[config.mk]
export PLATFORM = sky130hd
export DESIGN_NAME = line_pixel_stepper
export DESIGN_NICKNAME = d
export VERILOG_FILES = /design/src/hw/rtl/lps_pkg.sv /design/src/hw/rtl/lps_cfg_regs.sv /design/src/hw/rtl/lps_step.sv /design/src/hw/rtl/lps_addr.sv /design/src/hw/rtl/line_pixel_stepper.sv
export VERILOG_INCLUDE_DIRS = /design/src /design/src/hw/rtl
export SDC_FILE = /design/constraint.sdc
export NUM_CORES = 1
export LEC_CHECK = 0
export BUFFER_PORTS_ARGS = -buffer_cell sky130_fd_sc_hd__buf_4
export CORE_AREA = 4 4 302 245
export CTS_CLUSTER_SIZE = 25
export DETAILED_ROUTE_END_ITERATION = 8
export DIE_AREA = 0 0 306 249
export GPL_TIMING_DRIVEN = 0
export SKIP_LAST_GASP = 1
export SLEW_MARGIN = 15
export SYNTH_ARGS = -nofsm -noshare
export SYNTH_HDL_FRONTEND = slang
export SYNTH_SLANG_ARGS = --single-unit
[constraint.sdc]
create_clock -name clk -period 10.4 [get_ports clk]
set_input_delay 0 -clock clk [delete_from_list [all_inputs] [get_ports clk]]
set_output_delay 0 -clock clk [all_outputs]
set_load 0.05 [all_outputs]
[src/hw/rtl/line_pixel_stepper_defines.svh]
// assertion macros used by the line pixel stepper rtl
// no dependencies; included by lps_step, the module that checks itself
`ifndef LINE_PIXEL_STEPPER_DEFINES_SVH
`define LINE_PIXEL_STEPPER_DEFINES_SVH

// same-cycle implication, checked out of reset
`define LPS_ASSERT_NOW(name, clk, rst, ante, cons, msg) \
  name: assert property (@(posedge clk) disable iff (rst) (ante) |-> (cons)) else $error(msg);

// next-cycle implication, checked out of reset
`define LPS_ASSERT_NEXT(name, clk, rst, ante, cons, msg) \
  name: assert property (@(posedge clk) disable iff (rst) (ante) |=> (cons)) else $error(msg);

`endif

[src/hw/rtl/lps_pkg.sv]
// types and constants of the line pixel stepper
// no dependencies; used by every module of the block
package lps_pkg;

  localparam int APB_DATA_W = 32;
  localparam int PADDR_W    = 5;
  localparam int ADDR_W     = 30;
  localparam int PIX_W      = 12;
  localparam int CFG_W      = 12;
  localparam int STRIDE_W   = 16;
  // wide enough for a coordinate of up to 16 bits plus an offset
  localparam int CALC_W     = 17;

  localparam logic [STRIDE_W-1:0] STRIDE_RESET  = 16'd5464;
  localparam logic [CFG_W-1:0]    X_LIMIT_RESET = 12'd1350;
  localparam logic [CFG_W-1:0]    Y_LIMIT_RESET = 12'd750;

  localparam logic OP_START   = 1'b0;
  localparam logic OP_ADVANCE = 1'b1;

  typedef enum logic [2:0] {
    REG_X_OFFSET    = 3'd0,
    REG_Y_OFFSET    = 3'd1,
    REG_STRIDE      = 3'd2,
    REG_WIDE_PIXELS = 3'd3,
    REG_X_LIMIT     = 3'd4,
    REG_Y_LIMIT     = 3'd5
  } reg_idx_t;

  typedef struct packed {
    logic [CFG_W-1:0]    x_offset;
    logic [CFG_W-1:0]    y_offset;
    logic [STRIDE_W-1:0] stride_bytes;
    logic                wide_pixels;
    logic [CFG_W-1:0]    x_limit;
    logic [CFG_W-1:0]    y_limit;
  } cfg_t;

endpackage

[src/hw/rtl/lps_cfg_regs.sv]
// apb register file of the line pixel stepper
// depends on lps_pkg
module lps_cfg_regs (
  input  logic                               clk,
  input  logic                               rst,
  input  logic                               psel,
  input  logic                               penable,
  input  logic                               pwrite,
  input  logic [lps_pkg::PADDR_W-1:0]        paddr,
  input  logic [lps_pkg::APB_DATA_W-1:0]     pwdata,
  output logic [lps_pkg::APB_DATA_W-1:0]     prdata,
  output logic                               pready,
  output lps_pkg::cfg_t                      cfg
);

  logic       wr;
  logic [2:0] idx;

  assign pready = 1'b1;
  assign wr     = psel && penable && pwrite;
  assign idx    = paddr[4:2];

  always_ff @(posedge clk) begin
    if (rst) begin
      cfg.x_offset     <= '0;
      cfg.y_offset     <= '0;
      cfg.stride_bytes <= lps_pkg::STRIDE_RESET;
      cfg.wide_pixels  <= 1'b1;
      cfg.x_limit      <= lps_pkg::X_LIMIT_RESET;
      cfg.y_limit      <= lps_pkg::Y_LIMIT_RESET;
    end else if (wr) begin
      unique case (idx)
        lps_pkg::REG_X_OFFSET:    cfg.x_offset     <= pwdata[lps_pkg::CFG_W-1:0];
        lps_pkg::REG_Y_OFFSET:    cfg.y_offset     <= pwdata[lps_pkg::CFG_W-1:0];
        lps_pkg::REG_STRIDE:      cfg.stride_bytes <= pwdata[lps_pkg::STRIDE_W-1:0];
        lps_pkg::REG_WIDE_PIXELS: cfg.wide_pixels  <= pwdata[0];
        lps_pkg::REG_X_LIMIT:     cfg.x_limit      <= pwdata[lps_pkg::CFG_W-1:0];
        lps_pkg::REG_Y_LIMIT:     cfg.y_limit      <= pwdata[lps_pkg::CFG_W-1:0];
        default: ;
      endcase
    end
  end

  always_comb begin
    prdata = '0;
    unique case (idx)
      lps_pkg::REG_X_OFFSET:    prdata[lps_pkg::CFG_W-1:0]    = cfg.x_offset;
      lps_pkg::REG_Y_OFFSET:    prdata[lps_pkg::CFG_W-1:0]    = cfg.y_offset;
      lps_pkg::REG_STRIDE:      prdata[lps_pkg::STRIDE_W-1:0] = cfg.stride_bytes;
      lps_pkg::REG_WIDE_PIXELS: prdata[0]                     = cfg.wide_pixels;
      lps_pkg::REG_X_LIMIT:     prdata[lps_pkg::CFG_W-1:0]    = cfg.x_limit;
      lps_pkg::REG_Y_LIMIT:     prdata[lps_pkg::CFG_W-1:0]    = cfg.y_limit;
      default:                  prdata                        = '0;
    endcase
  end

endmodule

[src/hw/rtl/lps_step.sv]
// input register, endpoint clamping and error-term stepping
// depends on lps_pkg and line_pixel_stepper_defines.svh
`include "line_pixel_stepper_defines.svh"
module lps_step #(
  parameter int COORD_BITS = 12
) (
  input  logic                        clk,
  input  logic                        rst,
  input  lps_pkg::cfg_t               cfg,
  input  logic                        in_valid,
  output logic                        in_ready,
  input  logic                        opcode,
  input  logic signed [COORD_BITS:0]  start_x,
  input  logic signed [COORD_BITS:0]  start_y,
  input  logic signed [COORD_BITS:0]  end_x,
  input  logic signed [COORD_BITS:0]  end_y,
  output logic                        p_valid,
  input  logic                        p_ready,
  output logic [COORD_BITS-1:0]       p_col,
  output logic [COORD_BITS-1:0]       p_row,
  output logic                        p_last
);

  localparam int C = COORD_BITS;
  localparam int E = COORD_BITS + 2;

  function automatic logic [C-1:0] clamp(input logic signed [C:0] v,
                                         input logic [C-1:0] lim);
    logic [C-1:0] r;
    if (v[C])
      r = '0;
    else if (v[C-1:0] > lim)
      r = lim;
    else
      r = v[C-1:0];
    return r;
  endfunction

  // input register
  logic                i_valid;
  logic                i_op;
  logic signed [C:0]   i_sx, i_sy, i_ex, i_ey;
  logic                take;

  // line state
  logic [C-1:0]        cur_col, cur_row, goal_col, goal_row;
  logic [C-1:0]        delta_col, delta_row;
  logic signed [E-1:0] error_term;
  logic                col_backward, row_backward, active;

  // start set-up
  logic [lps_pkg::CALC_W-1:0] xl_wide, yl_wide;
  logic [C-1:0]        xl, yl;
  logic [C-1:0]        s_col, s_row, g_col, g_row, s_dc, s_dr;
  logic                s_col_fwd, s_row_fwd;
  logic signed [E-1:0] s_err;

  // advance
  logic signed [E-1:0] dc_s, dr_s, a_err;
  logic                step_col, step_row;
  logic [C-1:0]        a_col, a_row;

  logic [C-1:0]        n_col, n_row;
  logic                n_last, produce;

  assign take     = i_valid && (!p_valid || p_ready);
  assign in_ready = !i_valid || (!p_valid || p_ready);

  always_ff @(posedge clk) begin
    if (rst) begin
      i_valid <= 1'b0;
    end else if (in_ready) begin
      i_valid <= in_valid;
    end
  end

  always_ff @(posedge clk) begin
    if (in_valid && in_ready) begin
      i_op <= opcode;
      i_sx <= start_x;
      i_sy <= start_y;
      i_ex <= end_x;
      i_ey <= end_y;
    end
  end

  assign xl_wide = {{(lps_pkg::CALC_W-lps_pkg::CFG_W){1'b0}}, cfg.x_limit};
  assign yl_wide = {{(lps_pkg::CALC_W-lps_pkg::CFG_W){1'b0}}, cfg.y_limit};
  assign xl      = xl_wide[C-1:0];
  assign yl      = yl_wide[C-1:0];

  always_comb begin
    s_col     = clamp(i_sx, xl);
    s_row     = clamp(i_sy, yl);
    g_col     = clamp(i_ex, xl);
    g_row     = clamp(i_ey, yl);
    s_col_fwd = s_col < g_col;
    s_row_fwd = s_row < g_row;
    s_dc      = s_col_fwd ? g_col - s_col : s_col - g_col;
    s_dr      = s_row_fwd ? g_row - s_row : s_row - g_row;
    if (s_dc > s_dr)
      s_err = $signed({3'b000, s_dc[C-1:1]});
    else
      s_err = -$signed({3'b000, s_dr[C-1:1]});
  end

  always_comb begin
    dc_s     = $signed({2'b00, delta_col});
    dr_s     = $signed({2'b00, delta_row});
    step_col = error_term > -dc_s;
    step_row = error_term < dr_s;
    a_err    = error_term - (step_col ? dr_s : '0) + (step_row ? dc_s : '0);
    a_col    = cur_col;
    a_row    = cur_row;
    if (step_col)
      a_col = col_backward ? cur_col - 1'b1 : cur_col + 1'b1;
    if (step_row)
      a_row = row_backward ? cur_row - 1'b1 : cur_row + 1'b1;
  end

  always_comb begin
    if (i_op == lps_pkg::OP_START) begin
      n_col  = s_col;
      n_row  = s_row;
      n_last = (s_col == g_col) && (s_row == g_row);
    end else begin
      n_col  = a_col;
      n_row  = a_row;
      n_last = (a_col == goal_col) && (a_row == goal_row);
    end
    produce = take && ((i_op == lps_pkg::OP_START) || active);
  end

  always_ff @(posedge clk) begin
    if (rst) begin
      cur_col      <= '0;
      cur_row      <= '0;
      goal_col     <= '0;
      goal_row     <= '0;
      delta_col    <= '0;
      delta_row    <= '0;
      error_term   <= '0;
      col_backward <= 1'b0;
      row_backward <= 1'b0;
      active       <= 1'b0;
    end else if (produce) begin
      cur_col <= n_col;
      cur_row <= n_row;
      active  <= !n_last;
      if (i_op == lps_pkg::OP_START) begin
        goal_col     <= g_col;
        goal_row     <= g_row;
        delta_col    <= s_dc;
        delta_row    <= s_dr;
        error_term   <= s_err;
        col_backward <= !s_col_fwd;
        row_backward <= !s_row_fwd;
      end else begin
        error_term <= a_err;
      end
    end
  end

  // pixel register
  always_ff @(posedge clk) begin
    if (rst) begin
      p_valid <= 1'b0;
    end else if (!p_valid || p_ready) begin
      p_valid <= produce;
    end
  end

  always_ff @(posedge clk) begin
    if (produce) begin
      p_col  <= n_col;
      p_row  <= n_row;
      p_last <= n_last;
    end
  end

  `LPS_ASSERT_NOW(a_active_not_at_goal, clk, rst, active, !((cur_col == goal_col) && (cur_row == goal_row)), "active line already at its end point")
  `LPS_ASSERT_NEXT(a_last_ends_line, clk, rst, produce && n_last, !active, "end point left the line active")
  `LPS_ASSERT_NEXT(a_idle_advance_silent, clk, rst, take && (i_op == lps_pkg::OP_ADVANCE) && !active, !p_valid, "advance with no line produced a pixel")
  `LPS_ASSERT_NEXT(a_pixel_held, clk, rst, p_valid && !p_ready, p_valid && $stable(p_col) && $stable(p_row) && $stable(p_last), "stalled pixel changed")

endmodule

[src/hw/rtl/lps_addr.sv]
// framebuffer address calculation and result register
// depends on lps_pkg
module lps_addr #(
  parameter int COORD_BITS = 12
) (
  input  logic                              clk,
  input  logic                              rst,
  input  lps_pkg::cfg_t                     cfg,
  input  logic                              p_valid,
  output logic                              p_ready,
  input  logic [COORD_BITS-1:0]             p_col,
  input  logic [COORD_BITS-1:0]             p_row,
  input  logic                              p_last,
  output logic                              out_valid,
  input  logic                              out_ready,
  output logic [lps_pkg::PIX_W-1:0]         pixel_x,
  output logic [lps_pkg::PIX_W-1:0]         pixel_y,
  output logic [lps_pkg::ADDR_W-1:0]        byte_address,
  output logic                              last
);

  localparam int W = lps_pkg::CALC_W;

  logic [W-1:0]                  col_ext, row_ext, xoff_ext, yoff_ext, sum_x, sum_y;
  logic [W+1:0]                  scaled_x;
  logic [W+lps_pkg::STRIDE_W-1:0] row_prod;
  logic [lps_pkg::ADDR_W-1:0]    addr;

  assign p_ready = !out_valid || out_ready;

  always_comb begin
    col_ext  = {{(W-COORD_BITS){1'b0}}, p_col};
    row_ext  = {{(W-COORD_BITS){1'b0}}, p_row};
    xoff_ext = {{(W-lps_pkg::CFG_W){1'b0}}, cfg.x_offset};
    yoff_ext = {{(W-lps_pkg::CFG_W){1'b0}}, cfg.y_offset};
    sum_x    = col_ext + xoff_ext;
    sum_y    = row_ext + yoff_ext;
    scaled_x = cfg.wide_pixels ? {sum_x, 2'b00} : {1'b0, sum_x, 1'b0};
    row_prod = sum_y * cfg.stride_bytes;
    addr     = row_prod[lps_pkg::ADDR_W-1:0]
             + {{(lps_pkg::ADDR_W-W-2){1'b0}}, scaled_x};
  end

  always_ff @(posedge clk) begin
    if (rst) begin
      out_valid <= 1'b0;
    end else if (p_ready) begin
      out_valid <= p_valid;
    end
  end

  always_ff @(posedge clk) begin
    if (p_valid && p_ready) begin
      pixel_x      <= col_ext[lps_pkg::PIX_W-1:0];
      pixel_y      <= row_ext[lps_pkg::PIX_W-1:0];
      byte_address <= addr;
      last         <= p_last;
    end
  end

endmodule

[src/hw/rtl/line_pixel_stepper.sv]
// Line pixel stepper: integer line rasterizer with framebuffer byte addressing.
// Accepts one beat per clock and gives one pixel per clock while the output is not
// stalled. A beat passes an input register, a stepping stage (clamping, set-up and
// one error-term step) and an address stage (one stride multiply), each ending in a
// register. A start beat emits the first pixel of its line, each advance beat emits
// the next one; an advance with no line in progress is consumed without a result.
// Configuration is to be written over the apb port while idle; the block does not check.
// depends on lps_pkg, lps_cfg_regs, lps_step and lps_addr
module line_pixel_stepper #(
  parameter int COORD_BITS = 12
) (
  input  logic                               clk,
  input  logic                               rst,
  input  logic                               psel,
  input  logic                               penable,
  input  logic                               pwrite,
  input  logic [lps_pkg::PADDR_W-1:0]        paddr,
  input  logic [lps_pkg::APB_DATA_W-1:0]     pwdata,
  output logic [lps_pkg::APB_DATA_W-1:0]     prdata,
  output logic                               pready,
  input  logic                               in_valid,
  output logic                               in_ready,
  input  logic                               opcode,
  input  logic signed [COORD_BITS:0]         start_x,
  input  logic signed [COORD_BITS:0]         start_y,
  input  logic signed [COORD_BITS:0]         end_x,
  input  logic signed [COORD_BITS:0]         end_y,
  output logic                               out_valid,
  input  logic                               out_ready,
  output logic [lps_pkg::PIX_W-1:0]          pixel_x,
  output logic [lps_pkg::PIX_W-1:0]          pixel_y,
  output logic [lps_pkg::ADDR_W-1:0]         byte_address,
  output logic                               last
);

  lps_pkg::cfg_t           cfg;
  logic                    p_valid, p_ready, p_last;
  logic [COORD_BITS-1:0]   p_col, p_row;

  lps_cfg_regs u_cfg (
    .clk     (clk),
    .rst     (rst),
    .psel    (psel),
    .penable (penable),
    .pwrite  (pwrite),
    .paddr   (paddr),
    .pwdata  (pwdata),
    .prdata  (prdata),
    .pready  (pready),
    .cfg     (cfg)
  );

  lps_step #(.COORD_BITS(COORD_BITS)) u_step (
    .clk      (clk),
    .rst      (rst),
    .cfg      (cfg),
    .in_valid (in_valid),
    .in_ready (in_ready),
    .opcode   (opcode),
    .start_x  (start_x),
    .start_y  (start_y),
    .end_x    (end_x),
    .end_y    (end_y),
    .p_valid  (p_valid),
    .p_ready  (p_ready),
    .p_col    (p_col),
    .p_row    (p_row),
    .p_last   (p_last)
  );

  lps_addr #(.COORD_BITS(COORD_BITS)) u_addr (
    .clk          (clk),
    .rst          (rst),
    .cfg          (cfg),
    .p_valid      (p_valid),
    .p_ready      (p_ready),
    .p_col        (p_col),
    .p_row        (p_row),
    .p_last       (p_last),
    .out_valid    (out_valid),
    .out_ready    (out_ready),
    .pixel_x      (pixel_x),
    .pixel_y      (pixel_y),
    .byte_address (byte_address),
    .last         (last)
  );

endmodule

* After elaboration in Yosys (flattened, before gate mapping)
Cells that the tools add are included.
** Word-level totals
- Bits in registers :: 290
- ROM bits :: 0
- Output and inout port bits :: 90
- Logic and storage cells :: 117
- Bits in writable memories :: 0
- Input bits :: 97
- Memories :: 0
- Latch bits :: 0
** Cells by class
- Div/mod/pow operators :: 0
- Shift-type cells :: 0
- Mux-type cells :: 25
- Bitwise logic cells :: 1
- Multipliers :: 1
- Order comparisons :: 9
- Equal/unequal tests :: 9
- Reductions and logical operators :: 26
- $add $sub $neg :: 15
** Operators with widths (number)
- 12-bit 2-to-1 mux :: 18
- 12-bit > comparator :: 5
- 11-bit case mux with 5 select lines :: 1
- 12-bit == test :: 4
- 12-bit subtractor :: 4
- 30-bit by 19-bit adder with 30-bit output :: 1
- 17-bit by 16-bit multiplier with 30-bit output :: 1
- 14-bit 2-to-1 mux :: 2
- 12-bit by 12-bit adder with 13-bit output :: 2
- 12-bit by 1-bit adder with 12-bit output, second input constant :: 2
- 12-bit less-than comparator :: 2
- 12-bit by 1-bit subtractor with 12-bit output, second input constant :: 2
- 19-bit 2-to-1 mux :: 1
- 14-bit adder :: 1
- 14-bit > comparator :: 1
- 14-bit by 13-bit less-than comparator with 1-bit output :: 1
- 11-bit negation with 14-bit output :: 1
- 12-bit negation with 14-bit output :: 1
- 2-bit AND reduction :: 7
- 14-bit subtractor :: 1
- 1-bit logical AND :: 8
- 3-bit by 2-bit == test with 1-bit output, second input constant :: 2
- 3-bit == test, second input constant :: 2
- 1-bit logical NOT :: 6
- other kinds (7) :: 10

* Depth between registers and ports, before layout
Gate-level depths: netlist (run 1).
- Word-level depth :: 8
- Mapped depth :: 35
- Depth with buffers taken out :: 34

* Cells and area by module
From an unflattened synthesis (run 1), not the netlist that was laid out.
** Second synthesis, totals
- Cell total of the unflattened synthesis :: 3166
- Area, all modules :: 28396.0 µm²
** By module, submodules not included
- lps_step :: cells each 1708, sequential area each 4164.0 µm², instances 1, area an instance 14510.2 µm²
- lps_addr :: cells each 1097, sequential area each 1671.6 µm², instances 1, area an instance 10570.1 µm²
- lps_cfg_regs :: cells each 361, sequential area each 1301.2 µm², instances 1, area an instance 3315.7 µm²

* Worst setup path after synthesis (run 1)
No wires, ideal clock.
- Path type :: register to register
- From :: register u_step.p_row[0]
- To :: register u_addr.byte_address[29] (netlist bit), data pin
- Setup slack :: 2.612 ns
- Cell stages (with the launch flop) :: 33
- Path buffers :: 1
- Period minus slack after synthesis :: 7.788 ns
- Arrival :: 7.528 ns
- Required time :: 10.140 ns
- Library setup time :: 0.260 ns
- Cells stage by stage :: edfxtp_1 ha_1 fa_1 a21o_1 a21oi_1 o21bai_1 a21oi_1 xnor2_1 clkbuf_1 nand2_1 fa_1 inv_1 fa_1 ha_1 inv_1 fa_1 inv_1 fa_1 inv_1 fa_1 inv_1 ha_1 a21o_1 a21o_1 a21oi_1 o31ai_1 a2111o_1 a21oi_1 o21ai_1 a2111oi_0 o41ai_1 a21oi_1 xnor2_1
** On the way
- Longest elaborated chain between the ends :: 3
** Ends and longest elaborated chain
- start, declared :: RTL line lps_step.sv:20 : output logic [COORD_BITS-1:0] p_row,
- start signal, assigned :: RTL line lps_step.sv:176 : p_row <= n_row;
- 12-bit by 12-bit adder with 13-bit output :: RTL line lps_addr.sv:37 : sum_y = row_ext + yoff_ext;
- 17-bit by 16-bit multiplier with 30-bit output :: RTL line lps_addr.sv:39 : row_prod = sum_y * cfg.stride_bytes;
- 30-bit by 19-bit adder with 30-bit output :: RTL line lps_addr.sv:41 : + {{(lps_pkg::ADDR_W-W-2){1'b0}}, scaled_x};
- via u_addr.addr (one bit) :: RTL line lps_addr.sv:27 : logic [lps_pkg::ADDR_W-1:0] addr;
- end signal, assigned :: RTL line lps_addr.sv:56 : byte_address <= addr;
- end, declared :: RTL line lps_addr.sv:18 : output logic [lps_pkg::ADDR_W-1:0] byte_address,
The timed path passes the listed nets, and every way through them passes these cells.
A chain may end at the register's enable or synchronous reset.

* Final worst setup path (run 1)
Ends and elaborated chain as after synthesis.

==> results, run 1 <==
- The flow ran to the end, and the final reports show no timing, DRC or antenna violations.
- Along the worst path, the maximum fanout reaches 10.
- The relative max-transition margin is 31.6%.
- In this run the cell area of the synthesized design comes to between 20000 and 30000 um2.
- Power comes to approximately 5800 uW.
- The origin of the worst setup path is u_step.p_row[0].
- The most frequent cell on the critical path is fa_1.
- The async set or reset register ratio after synthesis is 0%.
- Yosys mapped a number of flops with a built-in enable equal to between 100 and 150.
- The count of nets left with antenna violations once routing finished came out at 0.
- The most common cell after layout, fill and taps aside is nand2_1.
- The pin slew with the least headroom to its limit is 1.02 ns.
- The netlist uses 79 different library cells.
- The initial utilization of the core area, before any placement, comes to 37.6%.
- During synthesis, Yosys emitted a total of 0 warnings.
- The largest total area in the synthesized netlist belongs to edfxtp_1.
- For this design, the sink count on the clock tree is 290.
- The path type of the worst min-delay path is primary input to flip-flop.
- The die extent in y is approximately 250 um.
- Static timing analysis puts the maximum clock frequency at slightly above 100 MHz.
- In the final layout, the share of cells above drive strength 1 is 8.61%.
- After technology mapping, the gate count stands at between 3000 and 4000.
- The iteration count of the initial detailed-routing pass is 6.
- In the layout the commonest cells are nand2_1 (409), inv_1 (343), ha_1 (288), nor2_1 (215), a21oi_1 (206).
- The core region is between 70000 and 80000 um2.
- Once layout is done, the placed cells without fillers occupy between 30000 and 40000 um2.
- The DRC violation count after routing is 0.
- The worst setup path is captured at a flip-flop.
- Once detailed placement completed, the half-perimeter wirelength came to 73000 um.
- Summed over all cells, the static leakage comes to roughly 0.014 uW.
- The highest routed metal layer is met4.
- The floorplan step defined a die boundary enclosing around 76000 um2.
- On the critical path the largest part of the delay comes from compound AO/OA/AOI/OAI gates.
- From synthesis to final layout, the design area changed by 17.1%.
- On the worst path, the slowest cell contributes a delay of ~0.71 ns.
- The post-route clock skew is roughly 0.037 ns.
- The first-iteration detailed-routing DRC count is 1999.
- Of the synthesized area, sequential elements account for about a quarter.
- For the final routed database, the setup TNS stands at 0 ns.
- The slowest stage of the critical path is the a2111oi_0 cell.
- A synthesized cell averages approximately 9 um2.
- The worst setup path is of the flip-flop to flip-flop kind.
- The die is slightly above 300 um wide.
- The total wirelength of the detailed-routed design is 89600 um.
- The main flop type after synthesis is dfxtp_1.
- The mean routed wirelength per cell is approximately 21 um.
- The power density normalized to cell area is roughly 180 nW/um2.
- At the end of the flow, the number of nets in the layout was 3865.
- The number of resized instances in the post-cts repair step is 0.
- The total I/O pin count is between 150 and 200.
- The initial antenna violation count came to 0.
- The peak supply drop is around 0.00024 V.
- The number of cell instances on the worst register-to-register path is 32.
- Setup repair after global routing left no endpoint under its margin.
- The data required time of the critical path is 10.71 ns.
- After global routing the overflow that remains totals 0.
- Global routing used between 20% and 30% of the available tracks.
- In this run the critical register-to-register path is launched from u_step.p_row[0].
- The via count of the first global-routing pass is between 20000 and 25000.
- Data arrives at the worst endpoint at 10.25 ns.
- The global-route wire length before repair is roughly 130000 um.
- The post-synthesis register bit count is between 200 and 300.
- The average via count per standard cell is around 5.3.
- Max-cap violations in this run came to 0.
- For the finished layout, the period the worst path requires is a little under 10 ns.
- The quantity of I/O buffers inserted on ports is 150.
- The filler cell count is 6988.
- The number of buffers added by the clock tree synthesis step is 36.
- The later pin in the worst-skew pair is clocked with a latency of roughly 0.60 ns.
- The worst setup path is launched from a flip-flop.
- The number of max-slew violations in the final report came to 0.
- The last weighted congestion value of the routability-driven placer is ~0.98.
- The final hold violation count is 0.
- The total number of vias is between 20000 and 25000.
- The terminus of the critical flop-to-flop path is u_addr.byte_address[29].
- In the detailed route, the total length drawn on met3 is 9500 um.
- The count of H-tree levels built during CTS is 2.
- The floorplan row count is between 80 and 90.
- The reg2reg setup slack is 0.46 ns.
- The total buffers and inverters traversed by the critical path is 6.
- The logic depth of the worst path, buffers included is 32.
- After detailed placement, the total cell area comes to slightly below 30000 um2.
- The maximum number of pins on one net before global-route repair is 28.
- The clock tree from TritonCTS is yes.
- The critical path capture point is u_addr.byte_address[29].
- Detailed routing placed a total of 36400 um of wire on met2.
- The final number of setup-violating endpoints is 0.
- The top-area cell type share of the netlist area is between 10% and 20%.
- In the final routing, the length of wire on met1 measures about 42000 um.
- The cell sitting at the root of the clock tree is a clkbuf_16.
- The final antenna diode count is 0.
- Of the available clock period, the critical path in the final layout requires 95.6%.
- Yosys attributes the largest share of cell area to edfxtp_1 (15%), fa_1 (14%), ha_1 (13%).
- Counting along the longest clock path gives a buffer depth of 3.
- After clock tree synthesis, the clock-pin slew on the worst setup and hold paths is ~0.06 ns.
## cell families (layout without fill, tap and decap cells)
family | count (synthesis) | after routing | synth area share, %
other | 2 | 17 | 0.0280
xor gates and xnor gates | 139 | 139 | 4.65
and+or+nand+nor | 947 | 947 | 16.1
DFF | 290 | 290 | 26.6
buffers and inverters | 489 | 790 | 7.11
muxes | 120 | 120 | 5.05
AOI/OAI and AO/OA | 545 | 545 | 13.1
adders and majority gates | 474 | 474 | 27.4
## worst reg2reg max path, delay by kind of cell, from the launching register on
family          cells  cell delay, ns
compound gates     14            4.03
xor+xnor            2            0.50
fa+ha+maj           9            3.70
buf+inv             6            0.80
flops               1            0.50
simple gates        1            0.15
## layout make-up
class / count / area (um2) / area share [%]
multi-input cells: 2242 / 17800 / 56.9
flip-flops and latches: 290 / 7140 / 22.8
repair buffers: 235 / 2060 / 6.56
inverters: 344 / 1290 / 4.12
well taps: 945 / 1180 / 3.77
clock buffers: 45 / 1010 / 3.21
plain buffers: 145 / 614 / 1.96
clock inverters: 21 / 238 / 0.758
## worst min-delay path by stage
stage	slack [ns]	end	cells past startpoint	from
global route	0.05	u_cfg.cfg[52]	5	penable
detailed placement	0.18	u_step.i_ex[3]	1	end_x[3]
global placement	0.18	u_step.i_ey[4]	1	end_y[4]
CTS	0.01	u_cfg.cfg[52]	5	penable
finish	0.05	u_cfg.cfg[64]	5	penable
floorplan	0.1	u_step.i_ex[0]	0	end_x[0]
## metal layers
layer / vias up / GRT usage, %
met3: 104 / 6.85
met4: 0 / 4.66
li1: 10758 / -
met1: 10945 / 34.1
met2: 945 / 33.2
met5: - / 0
## synthesized netlist by cell type (37+ instances only)
| master | instances |
|---|---|
| edfxtp_1 | 133 |
| xor2_1 | 49 |
| and2_1 | 84 |
| a211oi_1 | 37 |
| o21ai_0 | 68 |
| ha_1 | 288 |
| clkbuf_1 | 117 |
| a21oi_1 | 206 |
| nor3_1 | 52 |
| xnor2_1 | 88 |
| dfxtp_1 | 157 |
| inv_1 | 343 |
| mux2i_1 | 98 |
| nor2_1 | 215 |
| nand2_1 | 409 |
| a21o_1 | 65 |
| fa_1 | 186 |
## metrics by stage
stage                     util [%]  hold WS, ns  std cells  setup slack, ns
after floorplan                  -       0.0989       3021             2.61
after global placement        40.9        0.179       4116            0.719
after global routing          44.0       0.0507       4267            0.154
final                         44.0       0.0548       4267            0.461
after CTS                     44.0       0.0117       4267            0.663
after detailed placement      41.2        0.179       4123            0.748
## power by group
group / switching, uW / leakage (uW) / internal (uW)
combinational: 1800 / 0.0110 / 1220
clock: 568 / 0.000612 / 755
sequential: 72.7 / 0.00254 / 1350
## what timing repair did
action,4_1_cts,5_1_grt
buffers inserted,0,0
hold endpoints to repair,121,0
hold buffers,78,0
## registers in the layout, summed over array words and instances, names as in the netlist, 13 cells and up
name / flops
u_step.i_ey: 13
u_step.i_sx: 13
u_cfg.cfg: 65
u_step.error_term: 14
u_step.i_ex: 13
u_addr.byte_address: 30
u_step.i_sy: 13
(Power assumes the default switching activity.)
==> run 2: changes to the inputs <==
CORE_AREA = 4 4 252 205   (was 4 4 302 245)
DIE_AREA = 0 0 256 209   (was 0 0 306 249)
PLACE_DENSITY = 0.73   (was unset)
==> results, run 2 (synthesis gave the netlist of run 1 again) <==
- The die outline area is 53500 um2.
- The number of max-slew violations in the final report is 0.
- Global routing used approximately 34% of the available tracks.
- Setup repair after global routing left no endpoint under its margin.
- The slowest stage of the critical path belongs to the cell a2111oi_0.
- The arrival time at the worst endpoint is between 9 and 10 ns.
- The analysis attributes to cell leakage a power of about 0.014 uW.
- The kind of critical path is flip-flop to flip-flop.
- Pin placement for this block handled ~190 I/O pins.
- The clock passes through at most 3 buffers.
- For this run, the post-layout net count is around 3900.
- The register with the most flip-flops in the layout has 65 of them.
- The remaining number of nets flagged by the antenna check after routing is 0.
- Power spread over the standard cell area amounts to approximately 190 nW/um2.
- The first global-routing pass estimated 138000 um of wire.
- The half-perimeter wire length of the detailed placement result is 74100 um.
- Of all nets on the critical path, the largest fanout is 10.
- The filler cell count is a little over 4000.
- Setup violations remaining at the end of the flow were counted as 0.
- The floorplan has 73 rows.
- Across the routed clock network, the largest skew measured is approximately 0.024 ns.
- Clock latency on the worst-skew pair, taken at its later pin, is approximately 0.59 ns.
- After detailed routing, the number of vias per cell comes to 5.96.
- The worst path needs about 9.4 ns of the cycle, external delays included.
- Once layout is complete, the utilization of the core stands at about 63%.
- The library cell used most frequently in the layout, excluding fill and tap cells, is nand2_1.
- The number of cell instances on the worst register-to-register path is 32.
- The iteration count of the initial detailed-routing pass is 6.
- By instance count, the cell type seen most on the critical path is fa_1.
- Dividing the detail-routed wire length by the instance count gives approximately 23 um.
- Global routing finished with a remaining overflow of 0.
- For the pin with the worst max-slew slack, the measured transition is roughly 1.2 ns.
- The area overhead of the layout relative to synthesis is 15.0%.
- The path type of the worst min-delay path is primary input to flip-flop.
- The internal power of the cells totals about 3300 uW.
- The final period utilization is between 90 and 100%.
- After clock tree synthesis, the clock-pin slew on the worst setup and hold paths is 0.06 ns.
- The tool flagged a number of max-cap violations equal to 0.
- The via count of the first global-routing pass is between 20000 and 25000.
- The proportion of power drawn by combinational gates is 53.9%.
- The sequential power share is between 20% and 30%.
- Adding up every negative setup slack in the final design gives 0 ns.
- The launching element type of the critical path is a flip-flop.
- Measured along the x axis, the die boundary spans about 260 um.
- The maximum number of pins on one net before global-route repair is 33.
- The last weighted congestion value of the routability-driven placer is around 1.0.
- The worst setup path is captured at a flip-flop.
- The largest registers in the layout are u_cfg.cfg x65, u_addr.byte_address x30, u_step.error_term x14.
- The number of resized instances in the post-cts repair step is 0.
- The H-tree was split into 2 levels.
- In this run the power spent charging and discharging nets is about 2500 uW.
- The number of buffers added by the clock tree synthesis step is 34.
- Net switching is 43.1% of the power.
- The DRC violation count after routing is 0.
- Data on the critical path is required at its endpoint by about 11 ns.
- The die is roughly 210 um tall.
- The initial utilization of the core area, before any placement, comes to between 50% and 60%.
- The initial antenna violation count came to 1.
- The fraction of power consumed by the clock network is between 20% and 30%.
- The largest single stage delay on the critical path is roughly 0.62 ns.
- The fraction of layout cells with a size suffix above 1 is approximately 8.4%.
- The relative max-transition margin is between 20% and 30%.
- The tree is rooted in a clkbuf_16.
- The run finished with clean final reports.
- The total wirelength of the detailed-routed design is 91600 um.
- In the layout the commonest cells are nand2_1 (409), inv_1 (343), ha_1 (288), nor2_1 (215), a21oi_1 (206).
- The register with the most flip-flops in the final layout is u_cfg.cfg.
- The instance count along the most critical hold path is 3.
- The final antenna diode count is 0.
- The area of the core is between 40000 and 50000 um2.
- The peak supply drop is 0.000268 V.
- For this block, the via count after detailed routing is roughly 24000.
- The detailed router finished its first iteration with roughly 2400 violations.
- The quantity of I/O buffers inserted on ports is 150.
- The clock tree from TritonCTS is yes.
- Based on the critical path, the design can be clocked at up to about 110 MHz.
- The clock net in this run drives a total of 290 sinks.
- The final hold violation count is 0.
-- run 2: changes by cell type in the layout (fill, tap and decap cells not counted), sizes merged --
cell	before	now
bufinv	2	1
dlygate4sd3	78	75
inv	348	347
clkinvlp	0	2
clkinv	15	11
buf	185	183
-- run 2: routing by layer --
metal  wire, um  share of wire, %  vias to the layer above  global-route usage (%)
met5         13             0.014                        -                       0
met3      12500                14                      188                    12.8
li1           -                 -                    10728                       -
met1      38800                42                    11354                    47.7
met4       3730               4.1                        2                    12.0
met2      36600                40                     1266                    47.1
-- run 2: worst paths after layout --
check | startpoint | to | slack, ns
worst min-delay path | rst | u_step.error_term[10] | 0.03
worst min register to register | u_step.goal_row[6] | u_step.goal_row[6] | 0.46
worst max register to register | u_step.p_row[0] | u_addr.byte_address[29] | 1.03
worst max-delay path | u_step.p_row[0] | u_addr.byte_address[29] | 1.03
-- run 2: repair_timing --
item / in CTS / in global routing
hold endpoints to repair: 124 / 0
setup buffers: 0 / 0
hold buffers: 75 / 0
-- run 2: cell type report --
type / instances / area (um2) / area share [%]
tap: 637 / 797 / 2.59
buffer: 145 / 614 / 2.00
multi-input combinational: 2242 / 17800 / 57.9
timing repair buffer: 230 / 2000 / 6.49
clock buffer: 45 / 966 / 3.14
sequential: 290 / 7140 / 23.2
clock inverter: 17 / 159 / 0.516
inverter: 344 / 1290 / 4.19
-- run 2: critical path, delay by kind of cell (launching register included) --
family	cells	cell delay, ns
compound gates	14	3.59
xor+xnor	2	0.49
fa+ha+maj	9	3.67
buf+inv	6	0.78
flops	1	0.42
simple gates	1	0.14
-- run 2: per-stage QoR --
stage | total power (uW) | hold slack (ns) | worst slack [ns] | std cells | cell area [um2]
2_1_floorplan | 3610 | 0.0989 | 2.61 | 3021 | 26800
3_3_place_gp | 4330 | 0.178 | 1.37 | 3808 | 28800
3_5_place_dp | 4410 | 0.179 | 1.22 | 3813 | 28900
4_1_cts | 5680 | 0.00814 | 1.14 | 3950 | 30800
5_1_grt | 6100 | 0.0575 | 0.595 | 3950 | 30800
6_report | 5750 | 0.0272 | 1.03 | 3950 | 30800
-- run 2: power by group through the flow --
stage                     Combinational (uW)  Clock (uW)  Sequential (uW)
after detailed placement                2970           0             1440
final                                   3100        1230             1420
after CTS                               3030        1240             1420
after global routing                    3390        1280             1420
after global placement                  2890           0             1440
after floorplan                         2120           0             1490
==> run 3: changes to the inputs <==
PLACE_DENSITY = 0.81   (was 0.73)
==> results, run 3 (synthesis gave the netlist of run 1 again) <==
- The pre-CTS setup slack is ~1.0 ns.
- The path type of the worst min-delay path is primary input to flip-flop.
- The final layout contains 3858 nets.
- Setup violations remaining at the end of the flow were counted as 0.
- The met3 layer wire length in the routed design is 12000 um.
- Entering global routing, the biggest net connects 35 pins.
- The first-iteration detailed-routing DRC count is between 2000 and 3000.
- At the pin with the least slew margin, the transition time is 0.991 ns.
- Once the floorplan was initialized, standard cells occupied a little over half of the core.
- VDD sags by at most between 0.0002 and 0.0003 V.
- Dividing the detail-routed wire length by the instance count gives 22.2 um.
- Dividing total power by cell area gives a power density of approximately 180 nW/um2.
- The root buffer selected by CTS is clkbuf_16.
- After layout, the minimum clock period comes to about 9.6 ns.
- Once the clock tree was built, the resizer swapped 0 gates to a different size.
- Across the run, the number of max-cap violations was 0.
- The static leakage is roughly 0.014 uW.
- The number of buffers added by the clock tree synthesis step is 34.
- The slowest stage of the critical path is the a2111oi_0 cell.
- Wire segments on met2 add up to about 36000 um in the final route.
- Clock-pin slew was measured on the worst setup and hold paths at around 0.060 ns.
- The initial antenna violation count came to 1.
- The number of max-slew violations in the final report was 0.
- The clock tree from TritonCTS is yes.
- The top cell types in the final layout, fill and taps aside, are nand2_1 (409), inv_1 (343), ha_1 (288), nor2_1 (215), a21oi_1 (206).
- STA puts the critical path data required time at 10.71 ns.
- After layout, the worst setup slack is ~0.85 ns.
- The die outline area is roughly 54000 um2.
- STA classifies the critical path startpoint as a flip-flop.
- After detailed routing, the number of remaining DRC violations is 0.
- The post-route clock skew is 0.0206 ns.
- Signal routing reaches up to met4.
- The filler cell count is between 4000 and 5000.
- STA classifies the critical path endpoint as a flip-flop.
- The relative max-transition margin is 33.4%.
- The first detailed-routing pass took 7 iterations.
- Summed over all failing endpoints, the final setup total negative slack is 0 ns.
- At the worst endpoint, the arrival time is roughly 9.9 ns.
- The last weighted congestion value of the routability-driven placer is approximately 1.
- The clock passes through at most 3 buffers.
- The average via count per standard cell is between 5 and 6.
- The clock insertion delay at the later pin of the skew report is 0.58 ns.
- The total I/O pin count is 187.
- Cells with a size suffix above 1 make up about 8.4% of the layout.
- The total placed instance area is 28900 um2.
- The delay contributed by the slowest stage of the critical path is approximately 0.60 ns.
- The register with the most flip-flops in the layout has 65 of them.
- Global routing consumed, over all layers together, 32.2% of the routing resources.
- Of all nets on the critical path, the largest fanout is 10.
- From left edge to right edge, the die measures about 260 um.
- The total number of vias is between 20000 and 25000.
- The final hold violation count is 0.
- Counting stages on the worst path, the most repeated cell is fa_1.
- The register containing the most flip-flops in the final layout is u_cfg.cfg.
- The half-perimeter wire length of the detailed placement result is between 60000 and 70000 um.
- Input and output buffers added on the ports amount to 150.
- The tree built by TritonCTS fans out to 290 sinks.
- The area of the core is between 40000 and 50000 um2.
- The floorplan step set the die height to 209 um.
- The total wirelength of the detailed-routed design is approximately 90000 um.
- The via count of the first global-routing pass was approximately 23000.
- The largest registers in the layout are u_cfg.cfg x65, u_addr.byte_address x30, u_step.error_term x14.
- At the end of the flow the core is filled with cells to between 60% and 70%.
- The global-route wire length before repair is between 100000 and 150000 um.
- Row generation in the floorplan step produced 73 rows.
- After clock tree synthesis, the setup repair step added 0 buffers.
- The global route total overflow is 0.
- The kind of critical path is flip-flop to flip-flop.
- After routing the design area is roughly 31000 um2.
- Setup repair after global routing left no endpoint under its margin.
- The most common cell after layout, fill and taps aside is nand2_1.
- The final hold slack is 0.0953 ns.
- The count of H-tree levels built during CTS is 2.
- The count of nets left with antenna violations once routing finished came out at 0.
- The worst path uses 91.9% of the clock period.
- The run finished with clean final reports.
- The upper clock frequency limit is between 100 and 150 MHz.
- From synthesis to final layout, the design area changed by 14.9%.
- The repair_antennas step left the layout with diodes totalling 0.
- The detailed-routing wirelength on met1 is about 37000 um.
[run 3: worst paths after layout]
path,end,start,slack (ns),cells after the start
max reg2reg,u_addr.byte_address[29],u_step.p_row[0],0.85,32
min,u_step.error_term[10],rst,0.1,3
min reg2reg,u_addr.last,u_step.p_last,0.44,0
max,u_addr.byte_address[29],u_step.p_row[0],0.85,32
[run 3: what timing repair did]
action                                  CTS  global route
hold endpoints to repair                121             0
endpoints found under the setup margin    0             0
hold buffers                             75             0
[run 3: where the power goes]
part,total (uW),switching [uW],internal (uW),leakage (uW)
Combinational,3030,1810,1220,0.0109
Sequential,1420,70.1,1350,0.00254
Clock,1210,558,656,0.000517
[run 3: worst max-delay path, delay by kind of cell (launching register included)]
family / cells / cell delay (ns)
AO/OA/AOI/OAI: 14 / 3.72
XOR/XNOR: 2 / 0.48
adder cells (fa/ha/maj): 9 / 3.67
buffers and inverters: 6 / 0.75
flip-flops: 1 / 0.51
AND/OR/NAND/NOR: 1 / 0.14
[run 3: metal layers]
layer | GRT usage, % | vias to the layer above
met3 | 8.52 | 215
met2 | 47.4 | 1495
met4 | 9.09 | 0
met5 | 0 | -
li1 | - | 10744
met1 | 47.0 | 11233
[run 3: final cells by class]
class / count / area, um2 / area share [%]
timing repair buffer: 230 / 2010 / 6.52
clock inverter: 19 / 200 / 0.651
inverter: 344 / 1290 / 4.20
sequential: 290 / 7140 / 23.2
multi-input combinational: 2242 / 17800 / 57.9
buffer: 145 / 614 / 2.00
tap: 637 / 797 / 2.59
clock buffer: 43 / 895 / 2.91
[run 3: stage by stage]
stage | power [uW] | instances
finish | 5660 | 3950
global route | 6020 | 3950
CTS | 5610 | 3950
detailed placement | 4360 | 3813
global placement | 4310 | 3808
floorplan | 3610 | 3021
